[src/design/esa_pkg.sv]
// Shared widths, constants and control structs of the encoder speed averager.
package esa_pkg;

	localparam int COUNT_W        = 16;
	localparam int TIME_W         = 32;
	localparam int PERIOD_W       = 16;
	localparam int SPEED_W        = 20;
	localparam int SCALED_W       = 26;
	localparam int DVD_W          = 26;
	localparam int RATE_SCALE     = 1000;
	localparam int SPEED_LIMIT    = 327680;
	localparam int PERIOD_RESET   = 100;
	localparam int WINDOW_DEFAULT = 8;

	// Commands from the controller to the datapath
	typedef struct packed {
		logic capture;
		logic check;
		logic prime;
		logic rate_start;
		logic ring;
		logic avg;
		logic out_load;
	} esa_cmd_t;

	// Status from the datapath to the controller
	typedef struct packed {
		logic primed;
		logic due;
		logic div_done;
	} esa_sts_t;

endpackage

[src/design/encoder_speed_averager.sv]
// Top level of the encoder speed averager: controller, datapath and configuration port.
//
//   channel  | handshake            | payload
//   ---------+----------------------+------------------------------------------
//   input    | in_valid / in_stall  | encoder_count[15:0], now_ms[31:0]
//   result   | out_valid / out_stall| speed[19:0] signed, updated
//   config   | cfg_valid / cfg_ready| sample_period_ms[15:0]
//
// An item that only sets the baseline or takes no sample passes through the check and finish steps only.
// A sampling item makes one pass through the serial divider for count delta by elapsed
// time; the average is a multiply.
// Reset clears baseline, history valid bits, running sum and average; no clearing pass.
// A new item is taken while the last result waits; a stalled result only holds the finish step.
module encoder_speed_averager #(
	parameter int WINDOW = esa_pkg::WINDOW_DEFAULT
) (
	input  logic                                clk,
	input  logic                                arst_n,
	input  logic                                in_valid,
	output logic                                in_stall,
	input  logic [esa_pkg::COUNT_W-1:0]         encoder_count,
	input  logic [esa_pkg::TIME_W-1:0]          now_ms,
	output logic                                out_valid,
	input  logic                                out_stall,
	output logic signed [esa_pkg::SPEED_W-1:0]  speed,
	output logic                                updated,
	input  logic                                cfg_valid,
	output logic                                cfg_ready,
	input  logic [esa_pkg::PERIOD_W-1:0]        sample_period_ms
);

	esa_pkg::esa_cmd_t cmd;
	esa_pkg::esa_sts_t sts;
	logic              cfg_wr;

	// Configuration writes are always taken
	assign cfg_ready = 1'b1;
	assign cfg_wr    = cfg_valid & cfg_ready;

	esa_ctrl u_ctrl (
		.clk       (clk),
		.arst_n    (arst_n),
		.in_valid  (in_valid),
		.in_stall  (in_stall),
		.out_valid (out_valid),
		.out_stall (out_stall),
		.cmd       (cmd),
		.sts       (sts)
	);

	esa_dp #(
		.WINDOW (WINDOW)
	) u_dp (
		.clk           (clk),
		.arst_n        (arst_n),
		.cmd           (cmd),
		.sts           (sts),
		.cfg_wr        (cfg_wr),
		.cfg_data      (sample_period_ms),
		.encoder_count (encoder_count),
		.now_ms        (now_ms),
		.speed         (speed),
		.updated       (updated)
	);

endmodule

[src/design/esa_div.sv]
// Restoring serial divider, one quotient bit per cycle.
module esa_div #(
	parameter int DVD_W = esa_pkg::DVD_W,
	parameter int DSR_W = esa_pkg::TIME_W
) (
	input  logic             clk,
	input  logic             arst_n,
	input  logic             start,
	input  logic [DVD_W-1:0] dividend,
	input  logic [DSR_W-1:0] divisor,
	output logic             done,
	output logic [DVD_W-1:0] quotient
);

	localparam int CNT_W = $clog2(DVD_W + 1);

	logic [DVD_W-1:0] dvd_q;
	logic [DSR_W-1:0] dsr_q;
	logic [DSR_W-1:0] rem_q;
	logic [CNT_W-1:0] cnt_q;
	logic             busy_q;
	logic             done_q;
	logic [DSR_W:0]   shifted;
	logic [DSR_W:0]   diff;
	logic             ge;

	// Trial subtraction of the shifted partial remainder
	always_comb begin
		shifted = {rem_q, dvd_q[DVD_W-1]};
		diff    = shifted - {1'b0, dsr_q};
		ge      = (shifted >= {1'b0, dsr_q});
	end

	// Control: step counter and done pulse
	always_ff @(posedge clk or negedge arst_n) begin
		if (!arst_n) begin
			busy_q <= 1'b0;
			done_q <= 1'b0;
			cnt_q  <= '0;
		end else begin
			done_q <= 1'b0;
			if (start) begin
				busy_q <= 1'b1;
				cnt_q  <= CNT_W'(DVD_W);
			end else if (busy_q) begin
				cnt_q <= cnt_q - 1'b1;
				if (cnt_q == CNT_W'(1)) begin
					busy_q <= 1'b0;
					done_q <= 1'b1;
				end
			end
		end
	end

	// Datapath: shift the quotient in behind the dividend
	always_ff @(posedge clk) begin
		if (start) begin
			dvd_q <= dividend;
			dsr_q <= divisor;
			rem_q <= '0;
		end else if (busy_q) begin
			rem_q <= ge ? diff[DSR_W-1:0] : shifted[DSR_W-1:0];
			dvd_q <= {dvd_q[DVD_W-2:0], ge};
		end
	end

	assign done     = done_q;
	assign quotient = dvd_q;

endmodule

[src/design/esa_dp.sv]
// Datapath: baseline, rate scaling, history ring, running sum and output register.
module esa_dp #(
	parameter int WINDOW = esa_pkg::WINDOW_DEFAULT
) (
	input  logic                                clk,
	input  logic                                arst_n,
	input  esa_pkg::esa_cmd_t                   cmd,
	output esa_pkg::esa_sts_t                   sts,
	input  logic                                cfg_wr,
	input  logic [esa_pkg::PERIOD_W-1:0]        cfg_data,
	input  logic [esa_pkg::COUNT_W-1:0]         encoder_count,
	input  logic [esa_pkg::TIME_W-1:0]          now_ms,
	output logic signed [esa_pkg::SPEED_W-1:0]  speed,
	output logic                                updated
);

	localparam int SPEED_W  = esa_pkg::SPEED_W;
	localparam int SCALED_W = esa_pkg::SCALED_W;
	localparam int DVD_W    = esa_pkg::DVD_W;
	localparam int TIME_W   = esa_pkg::TIME_W;
	localparam int COUNT_W  = esa_pkg::COUNT_W;
	localparam int PERIOD_W = esa_pkg::PERIOD_W;
	localparam int SUM_W    = SPEED_W + $clog2(WINDOW);
	localparam int SLOT_W   = (WINDOW > 1) ? $clog2(WINDOW) : 1;
	localparam int RCP_SH   = SUM_W - 1 + $clog2(WINDOW);
	localparam int RCP_W    = RCP_SH + 1;
	localparam int PROD_W   = SUM_W + RCP_W;
	localparam longint unsigned RCP =
		((64'd1 << RCP_SH) + 64'(WINDOW) - 64'd1) / 64'(WINDOW);

	logic [PERIOD_W-1:0]        period_q;
	logic [COUNT_W-1:0]         count_q;
	logic [TIME_W-1:0]          now_q;
	logic [COUNT_W-1:0]         base_count_q;
	logic [TIME_W-1:0]          base_time_q;
	logic                       primed_q;
	logic [TIME_W-1:0]          dt_q;
	logic signed [SCALED_W-1:0] scaled_q;
	logic [SLOT_W-1:0]          slot_q;
	logic [WINDOW-1:0]          hist_vld_q;
	logic signed [SPEED_W-1:0]  hist_mem [WINDOW];
	logic signed [SPEED_W-1:0]  old_q;
	logic                       old_vld_q;
	logic signed [SUM_W-1:0]    sum_q;
	logic signed [SPEED_W-1:0]  avg_q;
	logic                       upd_q;
	logic signed [SPEED_W-1:0]  speed_q;
	logic                       updated_q;

	logic [TIME_W-1:0]          dt;
	logic [TIME_W-1:0]          period_eff;
	logic [COUNT_W-1:0]         diff;
	logic signed [SCALED_W-1:0] delta_ext;
	logic signed [SCALED_W-1:0] scaled;
	logic [DVD_W-1:0]           rate_mag;
	logic [SUM_W-1:0]           sum_mag;
	logic [PROD_W-1:0]          avg_prod;
	logic [SPEED_W-1:0]         avg_mag;
	logic [DVD_W-1:0]           div_dvd;
	logic [TIME_W-1:0]          div_dsr;
	logic                       div_start;
	logic                       div_done;
	logic [DVD_W-1:0]           div_q;
	logic [SPEED_W-1:0]         sat_mag;
	logic signed [SPEED_W-1:0]  raw;
	logic signed [SPEED_W-1:0]  old_val;
	logic signed [SUM_W-1:0]    sum_next;

	// Elapsed time, due test and scaled count delta
	always_comb begin
		dt         = now_q - base_time_q;
		period_eff = (period_q == '0) ? TIME_W'(1) : TIME_W'(period_q);
		diff       = count_q - base_count_q;
		delta_ext  = SCALED_W'($signed(diff));
		scaled     = delta_ext * $signed(SCALED_W'(esa_pkg::RATE_SCALE));
	end

	// Magnitude of the scaled delta for the serial divider
	always_comb begin
		rate_mag = scaled_q[SCALED_W-1] ? DVD_W'($unsigned(-scaled_q))
		                                : DVD_W'($unsigned(scaled_q));
		div_start = cmd.rate_start;
		div_dvd   = rate_mag;
		div_dsr   = dt_q;
	end

	// Average by reciprocal multiply, exact over the whole running sum range
	always_comb begin
		sum_mag  = sum_q[SUM_W-1] ? $unsigned(-sum_q) : $unsigned(sum_q);
		avg_prod = PROD_W'(sum_mag) * PROD_W'(RCP_W'(RCP));
		avg_mag  = avg_prod[RCP_SH +: SPEED_W];
	end

	esa_div #(
		.DVD_W (DVD_W),
		.DSR_W (TIME_W)
	) u_div (
		.clk      (clk),
		.arst_n   (arst_n),
		.start    (div_start),
		.dividend (div_dvd),
		.divisor  (div_dsr),
		.done     (div_done),
		.quotient (div_q)
	);

	// Saturate the raw rate and update the running sum
	always_comb begin
		sat_mag  = (div_q > DVD_W'(esa_pkg::SPEED_LIMIT)) ? SPEED_W'(esa_pkg::SPEED_LIMIT)
		                                                   : div_q[SPEED_W-1:0];
		raw      = scaled_q[SCALED_W-1] ? -$signed(sat_mag) : $signed(sat_mag);
		old_val  = old_vld_q ? old_q : '0;
		sum_next = sum_q + SUM_W'(raw) - SUM_W'(old_val);
	end

	// Control and state registers
	always_ff @(posedge clk or negedge arst_n) begin
		if (!arst_n) begin
			period_q     <= PERIOD_W'(esa_pkg::PERIOD_RESET);
			base_count_q <= '0;
			base_time_q  <= '0;
			primed_q     <= 1'b0;
			slot_q       <= '0;
			hist_vld_q   <= '0;
			sum_q        <= '0;
			avg_q        <= '0;
		end else begin
			if (cfg_wr) begin
				period_q <= cfg_data;
			end
			if (cmd.prime || cmd.ring) begin
				base_count_q <= count_q;
				base_time_q  <= now_q;
				primed_q     <= 1'b1;
			end
			if (cmd.ring) begin
				hist_vld_q[slot_q] <= 1'b1;
				sum_q              <= sum_next;
				slot_q <= (slot_q == SLOT_W'(WINDOW - 1)) ? '0 : slot_q + 1'b1;
			end
			if (cmd.avg) begin
				avg_q <= sum_q[SUM_W-1] ? -$signed(avg_mag) : $signed(avg_mag);
			end
		end
	end

	// Payload registers and history memory
	always_ff @(posedge clk) begin
		if (cmd.capture) begin
			count_q <= encoder_count;
			now_q   <= now_ms;
			upd_q   <= 1'b0;
		end
		if (cmd.check) begin
			dt_q      <= dt;
			scaled_q  <= scaled;
			old_q     <= hist_mem[slot_q];
			old_vld_q <= hist_vld_q[slot_q];
		end
		if (cmd.ring) begin
			hist_mem[slot_q] <= raw;
			upd_q            <= 1'b1;
		end
		if (cmd.out_load) begin
			speed_q   <= avg_q;
			updated_q <= upd_q;
		end
	end

	assign sts.primed   = primed_q;
	assign sts.due      = (dt >= period_eff);
	assign sts.div_done = div_done;
	assign speed        = speed_q;
	assign updated      = updated_q;

endmodule

[src/design/esa_ctrl.sv]
// Controller: sequences one item through check, rate division, ring update and averaging.
module esa_ctrl (
	input  logic              clk,
	input  logic              arst_n,
	input  logic              in_valid,
	output logic              in_stall,
	output logic              out_valid,
	input  logic              out_stall,
	output esa_pkg::esa_cmd_t cmd,
	input  esa_pkg::esa_sts_t sts
);

	typedef enum logic [3:0] {
		ST_IDLE,
		ST_CHECK,
		ST_DIV1_GO,
		ST_DIV1_WAIT,
		ST_RING,
		ST_AVG,
		ST_FINISH
	} state_t;

	state_t state_q;
	logic   out_valid_q;
	logic   out_free;

	assign out_free = !out_valid_q || !out_stall;

	// Decode commands from the state
	always_comb begin
		cmd            = '0;
		cmd.capture    = (state_q == ST_IDLE) && in_valid;
		cmd.check      = (state_q == ST_CHECK);
		cmd.prime      = (state_q == ST_CHECK) && !sts.primed;
		cmd.rate_start = (state_q == ST_DIV1_GO);
		cmd.ring       = (state_q == ST_RING);
		cmd.avg        = (state_q == ST_AVG);
		cmd.out_load   = (state_q == ST_FINISH) && out_free;
	end

	// Hold state and the output valid flag
	always_ff @(posedge clk or negedge arst_n) begin
		if (!arst_n) begin
			state_q     <= ST_IDLE;
			out_valid_q <= 1'b0;
		end else begin
			if (cmd.out_load) begin
				out_valid_q <= 1'b1;
			end else if (!out_stall) begin
				out_valid_q <= 1'b0;
			end
			case (state_q)
				ST_IDLE: begin
					if (in_valid) begin
						state_q <= ST_CHECK;
					end
				end
				ST_CHECK: begin
					if (sts.primed && sts.due) begin
						state_q <= ST_DIV1_GO;
					end else begin
						state_q <= ST_FINISH;
					end
				end
				ST_DIV1_GO: begin
					state_q <= ST_DIV1_WAIT;
				end
				ST_DIV1_WAIT: begin
					if (sts.div_done) begin
						state_q <= ST_RING;
					end
				end
				ST_RING: begin
					state_q <= ST_AVG;
				end
				ST_AVG: begin
					state_q <= ST_FINISH;
				end
				ST_FINISH: begin
					if (out_free) begin
						state_q <= ST_IDLE;
					end
				end
				default: begin
					state_q <= ST_IDLE;
				end
			endcase
		end
	end

	assign in_stall  = (state_q != ST_IDLE);
	assign out_valid = out_valid_q;

	// A divider result only arrives while a division is awaited
	a_done_in_wait: assert property (@(posedge clk) disable iff (!arst_n)
		sts.div_done |-> (state_q == ST_DIV1_WAIT))
		else $error("divider done outside a wait state");

	// Never overwrite a result that is still stalled
	a_no_overwrite: assert property (@(posedge clk) disable iff (!arst_n)
		cmd.out_load |-> (!out_valid_q || !out_stall))
		else $error("output register overwritten while stalled");

	// An accepted transaction goes straight to the check step
	a_accept_check: assert property (@(posedge clk) disable iff (!arst_n)
		(in_valid && !in_stall) |=> (state_q == ST_CHECK))
		else $error("accepted transaction not checked");

	// Each finished item raises the output valid
	a_finish_valid: assert property (@(posedge clk) disable iff (!arst_n)
		cmd.out_load |=> out_valid_q)
		else $error("loaded result not presented");

endmodule
[config.mk]
export PLATFORM = sky130hd
export DESIGN_NAME = encoder_speed_averager
export DESIGN_NICKNAME = d
export VERILOG_FILES = /design/src/design/esa_pkg.sv /design/src/design/encoder_speed_averager.sv /design/src/design/esa_div.sv /design/src/design/esa_dp.sv /design/src/design/esa_ctrl.sv
export SDC_FILE = /design/constraint.sdc
export NUM_CORES = 1
export LEC_CHECK = 0
export BUFFER_PORTS_ARGS = -buffer_cell sky130_fd_sc_hd__buf_2
export CAP_MARGIN = 20
export CORE_MARGIN = 1
export CORE_UTILIZATION = 40
export DETAILED_ROUTE_END_ITERATION = 8
export HOLD_SLACK_MARGIN = 0.02
export PLACE_DENSITY = 0.52
export SETUP_SLACK_MARGIN = 0.3
export SYNTH_ARGS = -nofsm -noshare
export SYNTH_HDL_FRONTEND = slang
export SYNTH_SLANG_ARGS = --single-unit
[constraint.sdc]
create_clock -name clk -period 11 [get_ports clk]
set_input_delay 2.2 -clock clk [delete_from_list [all_inputs] [get_ports clk]]
set_output_delay 2.2 -clock clk [all_outputs]
set_load 0.03 [all_outputs]
* Word-level counts from Yosys, hierarchy flattened
Memory sizes are Yosys's and may differ from the RTL's. A register that Yosys moved wholly into a read port is not among the register bits. Cells that the tools add are included. W data, S select, Z words.
Storage, ports and cells: memory bits (writable) 160, memories kept 1, output and inout port bits 24, logic and storage cells 102, register bits after elaboration 347, bits of input ports 69
Operators by class: reduce and logical (&&, ||, !) cells 15, add/sub/neg operators 11, multiplexer cells 32, eq/ne operators 12, $lt $le $gt $ge 5, bitwise logic cells 1, multipliers 1
Memory list:
- u_dp.hist_mem | depth 8, width 20, read ports 1, clocked after memory_dff 1, write ports 1, RTL line esa_dp.sv:41 | logic signed [SPEED_W-1:0] hist_mem [WINDOW];
Operator list (count):
- $mux W20 | 4
- $mux W26 | 3
- $sub A32 B32 Y32 | 2
- $neg A20 Y20 | 2
- $ge A33 B32 Y1 | 1
- $ge A32 B32 Y1 | 1
- $mux W32 | 1
- $pmux W4 S7 | 1
- $gt A26 B19 Y1 const B | 1
- $neg A26 Y26 | 1
- $add A23 B20 Y23 | 1
- $mul A16 B8 Y23 const B | 1
- $mux W23 | 1
- $neg A23 Y23 | 1
- $sub A23 B20 Y23 | 1
- $logic_not A16 Y1 | 1
- $mux W16 | 1
- $sub A16 B16 Y16 | 1
- $eq A4 B3 Y1 const B | 3
- $mux W1 | 12
- $mux W4 | 3
- $mux W5 | 2
- $eq A4 B2 Y1 const B | 2
- $or A8 B8 Y8 | 1
- 19 further kinds | 29

* Depth between registers and ports, before layout
Gate-level depths: netlist (run 1).
word-level depth 6, mapped depth 30, depth with buffers taken out 28

* Hierarchy
Synthesis (run 1) repeated with hierarchy kept, for this count alone.
Second synthesis, totals: cells, all modules 2556, area total of the unflattened synthesis 29839.9 sq um
Modules (own cells, without submodules):
- esa_dp | times used 1, cells each 1955, area each 23862.9 sq um, sequential area each 12160.4 sq um
- esa_div | times used 1, cells each 567, area each 5695.5 sq um, sequential area each 2557.5 sq um
- esa_ctrl | times used 1, cells each 32, area each 270.3 sq um, sequential area each 100.1 sq um
- encoder_speed_averager | times used 1, cells each 2, area each 11.3 sq um, sequential area each 0.0 sq um

* Worst setup path after synthesis (run 1)
OpenSTA, ideal clock, no wires.
path type register -> register, start point register u_dp.u_div.dvd_q[2], in the netlist u_dp.u_div.quotient[2], end point register u_dp.sum_q[22], library setup time 0.134 ns, setup slack 3.951 ns, data required time 10.866 ns, data arrival time 6.915 ns, cell stages (with the launch flop) 31, period minus slack after synthesis 7.049 ns, buffers on the path 2, path through edfxtp_1 > or4_1 > or4_1 > or3_1 > nor3_1 > nand2_1 > or2_1 > a21o_1 > a21oi_1 > buf_2 > nand2_1 > ha_1 > nor2b_1 > clkbuf_1 > nor2_1 > a311oi_1 > inv_1 > fa_1 > inv_1 > ha_1 > o21a_1 > o31a_1 > o211ai_1 > a21oi_1 > o31a_1 > a21oi_1 > a21oi_1 > a31oi_1 > xnor2_1 > nand2_1 > xnor2_1
Between the ends: cells in the longest elaborated chain, start to end 6
Ends and longest elaborated chain:
- from (decl) | RTL line esa_div.sv:17 | logic [DVD_W-1:0] dvd_q;
- from (signal assigned) | RTL line esa_div.sv:58 | dvd_q <= dividend;
- from (signal assigned) | RTL line esa_div.sv:63 | dvd_q <= {dvd_q[DVD_W-2:0], ge};
- $gt A26 B19 Y1 | RTL line esa_dp.sv:109 | sat_mag = (div_q > DVD_W'(esa_pkg::SPEED_LIMIT)) ? SPEED_W'(esa_pkg::SPEED_LIMIT)
- $mux W20 (*) | RTL line esa_dp.sv:109
- $neg A20 Y20 | RTL line esa_dp.sv:111 | raw = scaled_q[SCALED_W-1] ? -$signed(sat_mag) : $signed(sat_mag);
- $mux W20 (*) | RTL line esa_dp.sv:111
- named net u_dp.raw[4] | RTL line esa_dp.sv:65 | logic signed [SPEED_W-1:0] raw;
- $add A23 B20 Y23 (*) | RTL line esa_dp.sv:113 | sum_next = sum_q + SUM_W'(raw) - SUM_W'(old_val);
- $sub A23 B20 Y23 (*) | RTL line esa_dp.sv:113
- to (signal assigned) | RTL line esa_dp.sv:138 | sum_q <= sum_next;
- to (decl) | RTL line esa_dp.sv:44 | logic signed [SUM_W-1:0] sum_q;
Mark *: on every way through the listed nets, which the timed path passes. The rest lies on a longest branch. A chain may end at the register's enable or synchronous reset.

* Worst setup path after layout (run 1)
Same ends and word-level chain as after synthesis.

==> flow_summary.ini, run 1 <==
[synthesis]
synthCells = 2572
synthesis.nets = 2898
portion_of_the_post_synthesis_area_used_by_sequential_elements_pct = 51.21
postSynthAreaPerCell_sq_um = 11.25
netlist_top_cells_area = edfxtp_1, dfrtp_1, ha_1, fa_1, inv_1
synth_cell_type_count = 90
synth_area_sq_mm = 0.02893
synth_ff_type = edfxtp_1
postSynthRegisterBits = 526
synth_top_area_share_pct = 37.67
ys.warnings.count = 0
async_reset_ff_share_pct = 24.71
synth.most_common_cell = edfxtp_1
synthTopCellsByCount = edfxtp_1, inv_1, nand2_1
synth_enable_flop_cells = 363
synth_top_area_cell = edfxtp_1

[sta]
timing_hold_violations_final = 0
setup_tns_ps = 0
clock_skew_ps = 19.88
final_critical_delay_including_setup_and_external_delays_ps = 8840
slew_viol_final = 0
relSlewSlack_pct = 28.51
finalSetupViolations = 0
fin_ws_ps = 2160
period_share_pct = 80.37
fmax_ghz = 0.1131
max_slew.worst_pin.slew_ps = 1064
setup_repair_after_global_routing_missed_its_margin = no

[critical_path]
crit_start_category = flop
critical_path.top_delay_family = simple AND/OR/NAND/NOR gates
worst_path_most_repeated_cell = a21oi_1
critPathArrivalTime_ps = 9340
worst_setup_path_endpoint = u_dp.sum_q[22]$_DFFE_PN0P_
cp_num_buf_inv = 2
timing.critical_path.to_type = flop
timing.rr.end = u_dp.sum_q[22]$_DFFE_PN0P_
r2r.worst_path.cells = 28
reg2reg_setup_slack_ps = 2160
crit-reg2reg-launch = u_dp.u_div.quotient[2]$_SDFFCE_PP0P_
critical-path-max-stage-delay_ps = 870
cp_data_required_time_ps = 11500
critical_path.startpoint = u_dp.u_div.quotient[2]$_SDFFCE_PP0P_
critical_path_depth = 28
crit_type = flop to flop
cp_max_fo = 11
slowest_stage = a311oi_1

[cells_and_area]
ff_latch_area_sq_mm = 0.01482
nets = 2999
filler_cell_count = 6592
area_used_by_multi_input_combinational_logic_sq_mm = 0.01280
layout-drive-gt1-share_pct = 11.65
flow.area_growth_from_synthesis_pct = 12.46
antenna_cells = 0

[place]
preCtsSetupSlack_ps = 2221
io_buffers = 91
place.gp.congestion = 0.8727
dp_wirelength_um = 45120

[global_routing]
initial_antenna_violation_count = 1
grt_pass1_vias = 19282
first_pass_grt_wire_length_um = 103700
grt.total_usage_pct = 17.71
largest_net_degree_at_the_start_of_global_routing = 70
overflow = 0

[floorplanning]
design.core.area_sq_mm = 0.07149
initial_core_utilization_pct = 40.48
die_outline_width_um = 271.0
die_area_sq_mm = 0.07341
row_count = 98
boundaryPins = 93
die-height_um = 271.0

[drt]
drt_first_pass_iters = 5
route.vias.total = 18876
final_antenna_net_count = 0
wl_um = 64430
route.detailed.vias_per_inst = 5.141
drt_first_iter_violations = 1037
post_drt_wl_per_cell_um = 17.55
route.detailed.drc = 0

[worst_hold_path]
hold_path_class = flop to flop

[clock_tree]
cts-htree-levels = 2
clock_sinks = 526
cts_tree = yes
cts.repair.resized = 0
cts_made_buffers = 57
cts.root.buffer_cell = clkbuf_16
cts.reportedPaths.clkPinSlew_ps = 60
clkLatencyLatePin_ps = 620
cts.hold.buffers_added = 0
post_cts_buffers = 0
max-clock-path-buffers = 3

[status]
status = complete, no violations

[run]
timing.max_cap.violations = 0
through the flow:
step	hold slack, ps	cells	util, %	area, sq um
after global placement	405.8	3563	42.80	30590
after floorplan	400.3	2572	-	28930
after global routing	419.3	3672	45.52	32540
final	412.8	3672	45.52	32540
after CTS	415.6	3671	45.51	32530
after detailed placement	404.5	3563	42.80	30590
routing by layer:
metal	routed length [um]	global-route usage [%]
met2	30080	29.82
met1	30170	23.72
met5	11	0
met4	1327	4.594
met3	2842	2.707
worst min-delay path by stage:
stage | from | endpoint | slack, ps | depth (start not counted)
4_1_cts | u_dp.div_dsr[26]$_DFFE_PP_ | u_dp.u_div.dsr_q[26]$_DFFE_PP_ | 420 | 0
5_1_grt | u_dp.div_dsr[25]$_DFFE_PP_ | u_dp.u_div.dsr_q[25]$_DFFE_PP_ | 420 | 0
2_1_floorplan | u_dp.div_dsr[0]$_DFFE_PP_ | u_dp.u_div.dsr_q[0]$_DFFE_PP_ | 400 | 0
6_report | u_dp.div_dsr[26]$_DFFE_PP_ | u_dp.u_div.dsr_q[26]$_DFFE_PP_ | 410 | 0
3_3_place_gp | u_dp.div_dsr[16]$_DFFE_PP_ | u_dp.u_div.dsr_q[16]$_DFFE_PP_ | 410 | 0
3_5_place_dp | u_dp.div_dsr[14]$_DFFE_PP_ | u_dp.u_div.dsr_q[14]$_DFFE_PP_ | 400 | 0
cell families after synthesis:
group | synth area share [%]
multiplexers | 2.729
adder cells (fa/ha/maj) | 13.11
flip-flops | 51.21
XOR/XNOR | 5.107
other | 0.01296
AO/OA/AOI/OAI | 13.22
buffers and inverters | 4.817
AND/OR/NAND/NOR | 9.795
registers in the layout, indices dropped and copies added (netlist names), 20 cells and up:
signal and cells:
u_dp.speed 20, u_dp.scaled_q 23, u_dp.div_dsr 32, u_dp.u_div.quotient 26, u_dp.now_q 32, u_dp.u_div.dsr_q 32, u_dp.old_q 20, u_dp.avg_q 20
u_dp.sum_q 23, u_dp.base_time_q 32, u_dp.u_div.rem_q 32, u_dp.hist_mem 160
layout make-up:
class                      count  area share (%)
sequential                   526           45.54
multi-input combinational   1676           39.33
clock buffer                  77           4.830
tap                          950           3.653
inverter                     286           3.299
timing repair buffer         126           2.226
clock inverter                31           1.123
placed cells by master, fill, tap and decap left out, types with 13 or more instances in the layout:
cell / instances
a21o_1: 41
buf_4: 34
or3_1: 15
nand4_1: 36
and3_1: 26
ha_1: 180
o21bai_1: 14
o21a_1: 23
a21oi_1: 125
xnor2_1: 93
xor2_1: 72
dfxtp_1: 33
edfxtp_1: 363
a22oi_1: 85
fa_1: 77
nand2_1: 213
nand3_1: 26
o21ai_1: 35
mux2i_1: 26
o31ai_1: 15
o211ai_1: 15
mux2_2: 47
inv_1: 284
dfrtp_1: 127
nor2b_1: 14
nor2_1: 95
clkbuf_16: 57
o21ai_0: 151
buf_2: 90
and2_1: 13
or2_2: 19
clkbuf_1: 13
nand2b_1: 14
nor3_1: 46
worst register-to-register path: cells and delay by family, from the launching register on:
family                   cells  cell delay (ps)
adder cells (fa/ha/maj)      3             1130
buffers and inverters        2              250
AND/OR/NAND/NOR             10             3350
flip-flops                   1              470
AO/OA/AOI/OAI               11             3250
XOR/XNOR                     2              260
Power of run 1 is left out: the tool's default activity adds up to more than one toggle a clock period on the data nets, which glitch-free logic cannot reach.
==> run 2, diff against run 1 <==
clock period = 8.3 ns   (was 11 ns; I/O delays follow)
==> flow_summary.ini, run 2 (same netlist as run 1, synthesis figures left out) <==
[cells_and_area]
largest_register_ff_count = 160
antenna_cells = 0
layout-drive-gt1-share_pct = 12.01
nets = 3000
largest-register = u_dp.hist_mem
most-common-layout-cells = edfxtp_1, inv_1, nand2_1, ha_1, o21ai_0
most_frequent_standard_cell_in_the_layout_excluding_fill_and_tap_cells = edfxtp_1
layout.cell_area.non_filler_sq_mm = 0.03258
flow.area_growth_from_synthesis_pct = 12.59

[sta]
setup_tns_ps = 0
period_share_pct = 90.81
final_critical_delay_including_setup_and_external_delays_ps = 7537
finalSetupViolations = 0
fin_ws_ps = 763.2
max_slew.worst_pin.slew_ps = 1046
clock_skew_ps = 52.88
fmax_ghz = 0.1327
setup_repair_after_global_routing_missed_its_margin = no
relSlewSlack_pct = 30.00
slew_viol_final = 0
timing_hold_violations_final = 0
worst_slack_on_hold_paths_ps = 412.5

[global_routing]
overflow = 0
grt_pass1_vias = 19233
grt.total_usage_pct = 17.52
first_pass_grt_wire_length_um = 103300
largest_net_degree_at_the_start_of_global_routing = 77
initial_antenna_violation_count = 1

[critical_path]
critical-path-max-stage-delay_ps = 640
cp_max_fo = 11
slowest_stage = or4_1
crit_start_category = flop
cp_num_buf_inv = 4
cp_data_required_time_ps = 8790
worst_path_most_repeated_cell = a21oi_1
timing.critical_path.to_type = flop
critPathArrivalTime_ps = 8030
critical_path.top_delay_family = simple AND/OR/NAND/NOR gates
crit_type = flop to flop
reg2reg_setup_slack_ps = 760

[place]
dp_wirelength_um = 44590
io_buffers = 91
placement.cell_area_sq_mm = 0.03061
place.gp.congestion = 0.8768
preCtsSetupSlack_ps = 491.7

[floorplanning]
boundaryPins = 93
row_count = 98
die-height_um = 271.0
initial_core_utilization_pct = 40.48
die_area_sq_mm = 0.07341
die_outline_width_um = 271.0
design.core.area_sq_mm = 0.07149

[drt]
drt_first_iter_violations = 959
drt_first_pass_iters = 5
route.detailed.drc = 0
post_drt_wl_per_cell_um = 17.42
route.vias.total = 18936
final_antenna_net_count = 0
route.detailed.vias_per_inst = 5.155
wl_um = 64000

[clock_tree]
cts_tree = yes
cts_made_buffers = 57
cts.root.buffer_cell = clkbuf_16
clock_sinks = 526
clkLatencyLatePin_ps = 640
cts.reportedPaths.clkPinSlew_ps = 60
max-clock-path-buffers = 3
cts-htree-levels = 2

[status]
status = complete, no violations

[worst_hold_path]
hold_path_class = flop to flop

[run]
timing.max_cap.violations = 0
-- run 2: cell count changes in the layout (fill, tap and decap cells not counted), sizes merged --
cell	before	now
bufinv	6	3
buf	125	127
clkinv	22	16
inv	286	287
clkbuf	78	86
clkinvlp	3	2
-- run 2: layout make-up --
type | count | area, sq um
inverter | 286 | 1074
sequential | 526 | 14820
timing repair buffer | 127 | 752.0
tap | 950 | 1189
clock inverter | 22 | 255.2
multi-input combinational | 1676 | 12810
fill | 6637 | 38910
clock buffer | 86 | 1677
-- run 2: metrics by stage --
stage               cells  utilization, %
CTS                  3672           45.52
detailed placement   3564           42.81
floorplan            2572               -
global placement     3564           42.81
global route         3673           45.57
finish               3673           45.57
-- run 2: per-layer routing --
layer | vias to the layer above | GRT usage (%) | part of all wire, %
li1 | 9411 | - | -
met4 | 2 | 4.951 | 2.1
met2 | 366 | 29.07 | 47
met5 | - | 0 | 0.014
met3 | 91 | 2.343 | 4.4
met1 | 9066 | 23.90 | 47
-- run 2: final timing paths --
check	cells after the start	end	startpoint
worst max-delay path	30	u_dp.sum_q[22]$_DFFE_PN0P_	u_dp.u_div.quotient[2]$_SDFFCE_PP0P_
worst max register to register	30	u_dp.sum_q[22]$_DFFE_PN0P_	u_dp.u_div.quotient[2]$_SDFFCE_PP0P_
worst min-delay path	0	u_dp.u_div.dsr_q[27]$_DFFE_PP_	u_dp.div_dsr[27]$_DFFE_PP_
worst min register to register	0	u_dp.u_div.dsr_q[27]$_DFFE_PP_	u_dp.div_dsr[27]$_DFFE_PP_
min in group asynchronous	1	u_dp.sum_q[1]$_DFFE_PN0P_	arst_n
max in group asynchronous	2	u_dp.base_count_q[12]$_DFFE_PN0P_	arst_n
-- run 2: repair_timing --
action,in CTS,in global routing
setup endpoints to repair,0,5
setup buffers,0,0
hold buffers,0,0
gates resized for setup,0,3
endpoints found under the hold margin,0,0
Power of run 2 is left out for the same reason.
==> run 3, diff against run 2 <==
CORE_UTILIZATION = 63   (was 40)
PLACE_DENSITY = 0.78   (was 0.52)
==> flow_summary.ini, run 3 (same netlist as run 1, synthesis figures left out) <==
[sta]
setup_repair_after_global_routing_missed_its_margin = no
clock_skew_ps = 24.72
worst_slack_on_hold_paths_ps = 413.6
slew_viol_final = 0
finalSetupViolations = 0
fin_ws_ps = 886.4
timing_hold_violations_final = 0
relSlewSlack_pct = 25.90
fmax_ghz = 0.1349
max_slew.worst_pin.slew_ps = 1099
period_share_pct = 89.32
final_critical_delay_including_setup_and_external_delays_ps = 7414
setup_tns_ps = 0

[place]
placement.cell_area_sq_mm = 0.03022
preCtsSetupSlack_ps = 851.0
dp_wirelength_um = 41220
io_buffers = 91
place.gp.congestion = 0.9078

[clock_tree]
cts.root.buffer_cell = clkbuf_16
max-clock-path-buffers = 3
cts_made_buffers = 52
post_cts_buffers = 0
clock_sinks = 526
cts_tree = yes
cts-htree-levels = 2
cts.reportedPaths.clkPinSlew_ps = 60
clkLatencyLatePin_ps = 610

[critical_path]
crit-reg2reg-launch = u_dp.u_div.quotient[2]$_SDFFCE_PP0P_
critical_path.top_delay_family = simple AND/OR/NAND/NOR gates
crit_start_category = flop
slowest_stage = or4_1
timing.rr.end = u_dp.sum_q[22]$_DFFE_PN0P_
cp_max_fo = 9
r2r.worst_path.cells = 30
critical-path-max-stage-delay_ps = 650
cp_num_buf_inv = 4
cp_data_required_time_ps = 8760
timing.critical_path.to_type = flop
reg2reg_setup_slack_ps = 890
crit_type = flop to flop
critPathArrivalTime_ps = 7880

[run]
timing.max_cap.violations = 0

[floorplanning]
boundaryPins = 93
die-height_um = 216.3
initial_core_utilization_pct = 63.76
die_outline_width_um = 216.3
design.core.area_sq_mm = 0.04538
row_count = 78
die_area_sq_mm = 0.04679

[cells_and_area]
most-common-layout-cells = edfxtp_1, inv_1, nand2_1, ha_1, o21ai_0
antenna_cells = 0
layout-drive-gt1-share_pct = 11.43
nets = 2996
largest_register_ff_count = 160
most_frequent_standard_cell_in_the_layout_excluding_fill_and_tap_cells = edfxtp_1
layout.cell_area.non_filler_sq_mm = 0.03193
filler_cell_count = 3138
largest-register = u_dp.hist_mem
flow.area_growth_from_synthesis_pct = 10.37

[worst_hold_path]
worst_hold_startpoint = u_dp.div_dsr[29]$_DFFE_PP_
hold_path_class = flop to flop
hold_path_depth = 0
hold-path-endpoint = u_dp.u_div.dsr_q[29]$_DFFE_PP_

[status]
status = complete, no violations

[drt]
final_antenna_net_count = 0
route.vias.total = 19324
post_drt_wl_per_cell_um = 17.76
route.detailed.vias_per_inst = 5.835
route.detailed.drc = 0
drt_first_iter_violations = 1383
wl_um = 58840
drt_first_pass_iters = 6

[global_routing]
largest_net_degree_at_the_start_of_global_routing = 79
grt.total_usage_pct = 25.61
first_pass_grt_wire_length_um = 96210
initial_antenna_violation_count = 0
overflow = 0
grt_pass1_vias = 19292
-- run 3: changes by cell type in the layout (fill, tap and decap cells not counted), moves of 3 or more --
cell and change:
inv_6 +3, clkinv_1 +4, clkbuf_16 -4, and3_2 -4, clkinv_2 -4, clkinvlp_4 +4
and3_1 +4, clkbuf_8 -10
-- run 3: area by class of cell --
class / count / area, sq um / area share (%)
inverter: 286 / 1074 / 3.362
clock inverter: 26 / 279.0 / 0.8738
multi-input combinational: 1676 / 12820 / 40.15
sequential: 526 / 14820 / 46.40
clock buffer: 70 / 1431 / 4.482
tap: 600 / 750.7 / 2.351
timing repair buffer: 128 / 759.5 / 2.378
-- run 3: how the worst max path moves through the flow --
stage | from | to | slack [ps] | cells past startpoint
floorplan | u_dp.u_div.quotient[2]$_SDFFCE_PP0P_ | u_dp.sum_q[22]$_DFFE_PN0P_ | 1250 | 30
global placement | u_dp.u_div.quotient[2]$_SDFFCE_PP0P_ | u_dp.sum_q[22]$_DFFE_PN0P_ | 990 | 30
detailed placement | u_dp.u_div.quotient[2]$_SDFFCE_PP0P_ | u_dp.sum_q[22]$_DFFE_PN0P_ | 850 | 30
CTS | u_dp.u_div.quotient[2]$_SDFFCE_PP0P_ | u_dp.sum_q[22]$_DFFE_PN0P_ | 810 | 30
global route | u_dp.u_div.quotient[2]$_SDFFCE_PP0P_ | u_dp.sum_q[22]$_DFFE_PN0P_ | 370 | 30
finish | u_dp.u_div.quotient[2]$_SDFFCE_PP0P_ | u_dp.sum_q[22]$_DFFE_PN0P_ | 890 | 30
-- run 3: what timing repair did --
action,4_1_cts,5_1_grt
gates resized for setup,0,1
hold buffers,0,0
setup endpoints to repair,0,1
-- run 3: worst reg2reg max path, delay by kind of cell (launching register included) --
family,cells,cell delay (ps)
and+or+nand+nor,10,2700
AOI/OAI and AO/OA,11,2250
buffers and inverters,4,480
DFF,1,490
xor gates and xnor gates,2,300
adders and majority gates,3,1040
-- run 3: through the flow --
stage | utilization (%) | instances
2_1_floorplan | - | 2572
3_3_place_gp | 66.53 | 3215
3_5_place_dp | 66.59 | 3216
4_1_cts | 70.36 | 3312
5_1_grt | 70.37 | 3312
6_report | 70.37 | 3312
-- run 3: layer usage --
metal / share of wire, % / wire length (um) / up-vias / track usage (%)
li1: - / - / 9392 / -
met1: 42 / 24810 / 9314 / 32.63
met2: 51 / 29820 / 507 / 45.51
met3: 4.6 / 2713 / 111 / 3.060
met4: 2.5 / 1497 / 0 / 8.310
met5: 0 / 0 / - / 0
Power of run 3 is left out for the same reason.
